### src/ffdl_pkg.sv
package ffdl_pkg;

  localparam int unsigned CFG_ADDR_W = 2;
  localparam int unsigned CFG_DATA_W = 24;

  localparam logic [CFG_ADDR_W-1:0] REG_FIXED_DELAY    = 2'd0;
  localparam logic [CFG_ADDR_W-1:0] REG_FEEDBACK_LEVEL = 2'd1;
  localparam logic [CFG_ADDR_W-1:0] REG_PER_SAMPLE     = 2'd2;

  localparam logic [23:0] FIXED_DELAY_RST = 24'd12288000;
  localparam logic [16:0] LEVEL_UNITY     = 17'd65536;

  // tap codes, oldest neighbor first
  localparam logic [1:0] TAP_Y0 = 2'd0;
  localparam logic [1:0] TAP_Y1 = 2'd1;
  localparam logic [1:0] TAP_Y2 = 2'd2;
  localparam logic [1:0] TAP_Y3 = 2'd3;

  typedef struct packed {
    logic       load_in;
    logic       clr_wr;
    logic       clr_fb_en;
    logic       fb_rd;
    logic       wr_x;
    logic       rd_en;
    logic [1:0] rd_sel;
    logic       cap_en;
    logic [1:0] cap_sel;
    logic       mul1;
    logic       mul2;
    logic       mul3;
    logic       res_ld;
    logic       fbk_mul;
    logic       fb_wr;
    logic       out_ld;
  } cmd_t;

  typedef struct packed {
    logic clr_last;
    logic out_busy;
  } status_t;

endpackage

### src/ffdl_ctrl.sv
module ffdl_ctrl (
  input  logic             clk,
  input  logic             rst,
  input  logic             in_valid,
  input  logic             in_clear,
  output logic             in_ready,
  input  ffdl_pkg::status_t stat,
  output ffdl_pkg::cmd_t    cmd
);

  localparam logic [3:0] S_IDLE  = 4'd0;
  localparam logic [3:0] S_CLEAR = 4'd1;
  localparam logic [3:0] S_FBRD  = 4'd2;
  localparam logic [3:0] S_WRITE = 4'd3;
  localparam logic [3:0] S_RD0   = 4'd4;
  localparam logic [3:0] S_RD1   = 4'd5;
  localparam logic [3:0] S_RD2   = 4'd6;
  localparam logic [3:0] S_RD3   = 4'd7;
  localparam logic [3:0] S_CAP3  = 4'd8;
  localparam logic [3:0] S_MUL1  = 4'd9;
  localparam logic [3:0] S_MUL2  = 4'd10;
  localparam logic [3:0] S_MUL3  = 4'd11;
  localparam logic [3:0] S_RES   = 4'd12;
  localparam logic [3:0] S_FBK   = 4'd13;
  localparam logic [3:0] S_FBW   = 4'd14;
  localparam logic [3:0] S_OUT   = 4'd15;

  logic [3:0] state, state_next;
  logic       init, init_next;

  assign in_ready = (state == S_IDLE);

  always_ff @(posedge clk) begin
    if (rst) begin
      state <= S_CLEAR;
      init  <= 1'b1;
    end else begin
      state <= state_next;
      init  <= init_next;
    end
  end

  always_comb begin
    state_next = state;
    init_next  = init;
    cmd        = '0;
    case (state)
      S_IDLE: begin
        if (in_valid) begin
          cmd.load_in = 1'b1;
          state_next  = in_clear ? S_CLEAR : S_FBRD;
        end
      end
      S_CLEAR: begin
        cmd.clr_wr    = 1'b1;
        cmd.clr_fb_en = init;
        if (stat.clr_last) begin
          init_next  = 1'b0;
          state_next = init ? S_IDLE : S_FBRD;
        end
      end
      S_FBRD: begin
        cmd.fb_rd  = 1'b1;
        state_next = S_WRITE;
      end
      S_WRITE: begin
        cmd.wr_x   = 1'b1;
        state_next = S_RD0;
      end
      S_RD0: begin
        cmd.rd_en  = 1'b1;
        cmd.rd_sel = ffdl_pkg::TAP_Y0;
        state_next = S_RD1;
      end
      S_RD1: begin
        cmd.rd_en   = 1'b1;
        cmd.rd_sel  = ffdl_pkg::TAP_Y1;
        cmd.cap_en  = 1'b1;
        cmd.cap_sel = ffdl_pkg::TAP_Y0;
        state_next  = S_RD2;
      end
      S_RD2: begin
        cmd.rd_en   = 1'b1;
        cmd.rd_sel  = ffdl_pkg::TAP_Y2;
        cmd.cap_en  = 1'b1;
        cmd.cap_sel = ffdl_pkg::TAP_Y1;
        state_next  = S_RD3;
      end
      S_RD3: begin
        cmd.rd_en   = 1'b1;
        cmd.rd_sel  = ffdl_pkg::TAP_Y3;
        cmd.cap_en  = 1'b1;
        cmd.cap_sel = ffdl_pkg::TAP_Y2;
        state_next  = S_CAP3;
      end
      S_CAP3: begin
        cmd.cap_en  = 1'b1;
        cmd.cap_sel = ffdl_pkg::TAP_Y3;
        state_next  = S_MUL1;
      end
      S_MUL1: begin
        cmd.mul1   = 1'b1;
        state_next = S_MUL2;
      end
      S_MUL2: begin
        cmd.mul2   = 1'b1;
        state_next = S_MUL3;
      end
      S_MUL3: begin
        cmd.mul3   = 1'b1;
        state_next = S_RES;
      end
      S_RES: begin
        cmd.res_ld = 1'b1;
        state_next = S_FBK;
      end
      S_FBK: begin
        cmd.fbk_mul = 1'b1;
        state_next  = S_FBW;
      end
      S_FBW: begin
        cmd.fb_wr  = 1'b1;
        state_next = S_OUT;
      end
      S_OUT: begin
        if (!stat.out_busy) begin
          cmd.out_ld = 1'b1;
          state_next = S_IDLE;
        end
      end
      default: begin
        state_next = S_IDLE;
      end
    endcase
  end

endmodule

### config.mk
export PLATFORM = sky130hd
export DESIGN_NAME = ffdl_ctrl
export DESIGN_NICKNAME = d
export VERILOG_FILES = /design/src/ffdl_pkg.sv /design/src/ffdl_ctrl.sv
export SDC_FILE = /design/constraint.sdc
export NUM_CORES = 1
export LEC_CHECK = 0
export BUFFER_PORTS_ARGS = -buffer_cell sky130_fd_sc_hd__buf_2
export CAP_MARGIN = 30
export CORE_AREA = 2 2 39 41
export CTS_BUF_LIST = sky130_fd_sc_hd__clkbuf_4 sky130_fd_sc_hd__clkbuf_8
export DETAILED_ROUTE_END_ITERATION = 8
export DIE_AREA = 0 0 41 43
export SLEW_MARGIN = 10
export SYNTH_ARGS = -nofsm -noshare
export SYNTH_HDL_FRONTEND = slang
export SYNTH_SLANG_ARGS = --single-unit
### constraint.sdc
create_clock -name clk -period 1.5 [get_ports clk]
set_input_delay 0.075 -clock clk [delete_from_list [all_inputs] [get_ports clk]]
set_output_delay 0.075 -clock clk [all_outputs]
set_load 0.005 [all_outputs]
==> results.yml, run 1 <==
worst_setup_path:
  timing.rr.end: "state[1]"
  ff2ff_setup_slack_ns: 0.30
  reg2regPathDepth: 3
  start_kind: "flip-flop"
  cp.arrival_ns: 1.36
  r2r_start: "state[3]"
  path_max_fanout: 13
  crit_end: "cmd[17]"
  timing_worst_setup_path_type: "reg -> out"
  startpoint: "state[3]"
  end_kind: "output port"
  required_ns: 1.42
clock_network:
  htree_levels: 1
  root_buffer: "clkbuf_4"
  cts_tree: "yes"
  cts_sinks: 5
  cts_hold_buf: 0
  cts_buffer_depth: 2
  path_clk_slew_ns: 0.05
  numCtsBuffers: 3
  clk_latency_ns: 0.24
routing:
  drt_iter0_markers: 5
  firstDrtPassIters: 3
  ant_nets: 0
  routed_wl_mm: 1.14
  routed_via_density: 4.90
  routedWlPerCell_um: 11.3
  routed-via-count: 495
  drc: 0
logic_synthesis:
  synth_cell_types: 27
  syn_avg_cell_area_um2: 6.80
  yosys.area.top_type: "dfxtp_1"
  yosys_warnings: 0
  seq_area_frac_synth_pct: 24.5
  netlist_area_um2: 408
  ys_ff_latch: 5
  synth_area_leaders: "dfxtp_1 25%, nor2_1 10%, and2_1 6.1%"
  synth_top_area_share_pct: 24.5
  syn-num-nets: 66
  synthCells: 60
sta:
  slew_violations: 0
  finalCriticalPeriod_ns: 1.44
  post-route-period-util_pct: 95.9
  setup_viol: 0
  rsz0062_at_grt: "yes"
  worst_slew_pin_slew_ns: 0.304
  max_slew_margin_pct: 79.7
  hold_violations: 0
  max_freq_ghz: 0.695
  finalClockSkew_ns: 0.000608
  hold-worst-slack_ns: 0.0557
hold_path:
  min_path_cells: 2
  worstHoldStart: "rst"
  min_path_type: "in -> reg"
place:
  gp_congestion: 0.733
  dp_hpwl_um: 807
  io_buffers: 24
  dp.cells: 97
floorplan:
  die_h_um: 43
  core_um2: 1380
  io_pins: 25
  start_util_pct: 29.5
  rows: 14
  die_w_um: 41
  die_area_um2: 1760
finish:
  final_cell_count_no_fill: 101
  area_growth_syn_to_layout_pct: 46.9
  nNetsFinal: 92
  antenna_cells: 0
  drive_gt1_share_pct: 47.1
global_route:
  grt_pass1_vias: 387
  grt_overflow_total: 0
  grt_max_degree: 17
  grt_pass1_wl_mm: 1.63
  track_usage_pct: 13.3
  grt_antenna_before_repair: 0
power_and_ir_drop:
  max-vdd-ir-drop_uv: 469
  p_leak_nw: 0.296
  powerDensity_nw_per_um2: 1110
flow_run:
  cap_violations: 0
run_status:
  status: "complete, no violations"
## per-layer routing
layer | track usage (%) | routed length [um]
met5 | 0 | 0
met3 | 3.14 | 76
met4 | 6.00 | 6
met1 | 15.5 | 515
met2 | 21.6 | 542
## final cells by class
cell class                      count  area (um2)
Inverter                            1        3.75
Sequential cell                     5         113
Timing Repair Buffer               25         128
Fill cell                         154         785
Clock buffer                        4        30.0
Multi-Input combinational cell     50         305
Tap cell                           16        20.0
## layout by cell type (no fill, tap or decap), drive strengths merged, types with 3 or more instances in the layout
cell type,n
a21oi,3
and2,4
buf,25
clkbuf,4
dfxtp,5
nand2,5
nand2b,3
nor2,11
nor3,4
o21ai,4
## what timing repair did
action                                  in CTS  in global routing
endpoints found under the setup margin       4                  6
pin swaps                                    0                  1
resized for setup                            3                 10
buffers inserted                             0                  0
gates cloned                                 0                  0
## worst max-delay path, cell delays in order (launching register included)
cell	delay (ns)
dfxtp_4	0.38
or3_4	0.40
nor2_2	0.12
and2_1	0.12
buf_2	0.10
## how the worst min path moves through the flow
stage	to	slack, ns
finish	state[1]	0.06
global route	state[1]	0.06
CTS	state[1]	0.05
detailed placement	state[1]	0.32
global placement	state[1]	0.31
floorplan	state[1]	0.15
## synthesized netlist by cell type, drive strengths merged
cell    instances
nand3           1
a211oi          1
a21o            1
nor4b           1
inv             1
nor2           11
nand2b          3
and2            4
a311oi          1
a31oi           1
a2111o          1
buf             4
nor2b           1
a21oi           3
nand2           5
nor3            4
o22ai           1
and2b           1
or3             1
a211o           1
or2             1
nor4            1
o21a            1
o21ai           4
and4            1
dfxtp           5
## power by group
part,internal [mW],switching (mW)
Combinational,0.139,0.126
Clock,0.119,0.0593
Sequential,0.161,0.0589
## state kept, by name, summed over array words and instances (netlist names)
| register | cells |
|---|---|
| state | 4 |
| init | 1 |
## metrics by stage
step                      setup slack [ns]  utilization (%)  cell area [um2]  setup TNS, ns  power, mW
after CTS                           0.0137             40.7              563              0      0.638
after global placement               0.178             38.2              529              0      0.451
after floorplan                      0.339                -              408              0      0.364
final                               0.0612             43.3              599              0      0.663
after global routing              -0.00304             43.3              599       -0.00417      0.714
after detailed placement             0.194             38.2              529              0      0.451
## cell families (layout without fill, tap and decap cells)
kind of cell / count (synthesis) / after routing / synth area share (%)
buf+inv: 5 / 30 / 7.36
simple gates: 35 / 35 / 43.9
flops: 5 / 5 / 24.5
compound gates: 15 / 15 / 24.2
Power figures use the tool's default switching activity.
==> inputs of run 2 (changes only) <==
- RECOVER_POWER: not set -> 100
==> run 2 against run 1 <==
Fmax is essentially flat. Highest routed layer unchanged. Combinational power is essentially flat. Critical path depth is the same. Utilization shrank 0.36 points.
==> results.yml, run 2 (synthesized netlist as in run 1, its figures left out) <==
power_and_ir_drop:
  p_leak_nw: 0.296
  powerDensity_nw_per_um2: 1110
  max-vdd-ir-drop_uv: 470
floorplan:
  die_area_um2: 1760
  core_um2: 1380
  io_pins: 25
  die_h_um: 43
  die_w_um: 41
  rows: 14
  start_util_pct: 29.5
global_route:
  grt_overflow_total: 0
  grt_pass1_vias: 387
  use_met1_pct: 15.5
  busiest_layer: "met2"
  grt_max_degree: 17
  grtUsageMet2_pct: 21.6
  grt_pass1_wl_mm: 1.63
  track_usage_pct: 13.3
  grtUsageMet3_pct: 3.14
  grt_antenna_before_repair: 0
place:
  gp_congestion: 0.733
  placed_area_um2: 529
  io_buffers: 24
  dp_hpwl_um: 807
  preCtsSetupSlack_ns: 0.194
flow_run:
  cap_violations: 0
sta:
  hold-worst-slack_ns: 0.0556
  post-route-period-util_pct: 96.0
  setup_viol: 0
  finalClockSkew_ns: 0.000608
  rsz0062_at_grt: "yes"
  max_freq_ghz: 0.695
  max_slew_margin_pct: 79.6
  finalCriticalPeriod_ns: 1.44
  setup_ws_ns: 0.0607
  slew_violations: 0
  worst_slew_pin_slew_ns: 0.306
  hold_violations: 0
finish:
  nNetsFinal: 92
  area_growth_syn_to_layout_pct: 45.7
  regMostFlops: "state"
  drive_gt1_share_pct: 45.9
  largest_reg_flops: 4
  final_common_cell: "buf_2"
  antenna_cells: 0
  reg_top3: "state x4, init x1"
  most-common-layout-cells: "24 x buf_2, 10 x nor2_1, 5 x nand2_1"
  post-route-cell-area_um2: 594
routing:
  drt_iter0_markers: 5
  drc: 0
  ant_nets: 0
  routed_via_density: 4.87
  firstDrtPassIters: 3
  routed_wl_mm: 1.14
  routedWlPerCell_um: 11.3
  routed-via-count: 492
worst_setup_path:
  timing_worst_setup_path_type: "reg -> out"
  slowest_stage: "or3_4"
  crit_path_cell_trace: "or3_4, nor2_2, and2_1, buf_2"
  path_max_fanout: 13
  required_ns: 1.42
  crit_buf_inv: 1
  end_kind: "output port"
  cpLargestDelayFamily: "simple AND/OR/NAND/NOR gates"
  cp.arrival_ns: 1.36
  cpPeakStageDelay_ns: 0.40
  start_kind: "flip-flop"
clock_network:
  cts_sinks: 5
  clk_latency_ns: 0.24
  cts_tree: "yes"
  root_buffer: "clkbuf_4"
  path_clk_slew_ns: 0.05
  htree_levels: 1
  numCtsBuffers: 3
  postCtsSetupRepairBufs: 0
  cts_buffer_depth: 2
run_status:
  status: "complete, no violations"
hold_path:
  min_path_type: "in -> reg"
==> run 2: cell counts in the layout (fill, tap and decap cells not counted) <==
No cell type changed its count.
==> run 2: final timing paths <==
kind	from	to	slack (ns)	depth (start not counted)
setup / recovery	state[3]	cmd[17]	0.06	4
hold reg to reg	init	init	0.48	1
hold / removal	rst	state[1]	0.06	2
setup reg to reg	state[3]	state[1]	0.29	3
==> run 2: what timing repair did <==
action	CTS	global route
resized for setup	3	10
cloned	0	0
pin swaps	0	1
hold buffers	0	0
endpoints found under the setup margin	4	6
==> run 2: area by class of cell <==
| cell class | count | area, um2 |
|---|---|---|
| Fill cell | 155 | 790 |
| Multi-Input combinational cell | 50 | 300 |
| Timing Repair Buffer | 25 | 128 |
| Sequential cell | 5 | 113 |
| Clock buffer | 4 | 30.0 |
| Tap cell | 16 | 20.0 |
| Inverter | 1 | 3.75 |
==> run 2: power breakdown <==
part           switching, mW  internal (mW)
clock network         0.0593          0.119
logic                  0.125          0.139
registers             0.0590          0.161
==> run 2: per-stage QoR <==
stage / utilization, % / setup TNS (ns) / power (mW) / cells
2_1_floorplan: - / 0 / 0.364 / 60
3_3_place_gp: 38.2 / 0 / 0.451 / 97
3_5_place_dp: 38.2 / 0 / 0.451 / 97
4_1_cts: 40.7 / 0 / 0.638 / 101
5_1_grt: 42.9 / -0.00417 / 0.713 / 101
6_report: 42.9 / 0 / 0.662 / 101
==> run 2: metal layers <==
metal	wire [um]	share of wire, %
met5	0	0
met4	6	0.52
met3	76	6.6
met2	543	47
met1	518	45
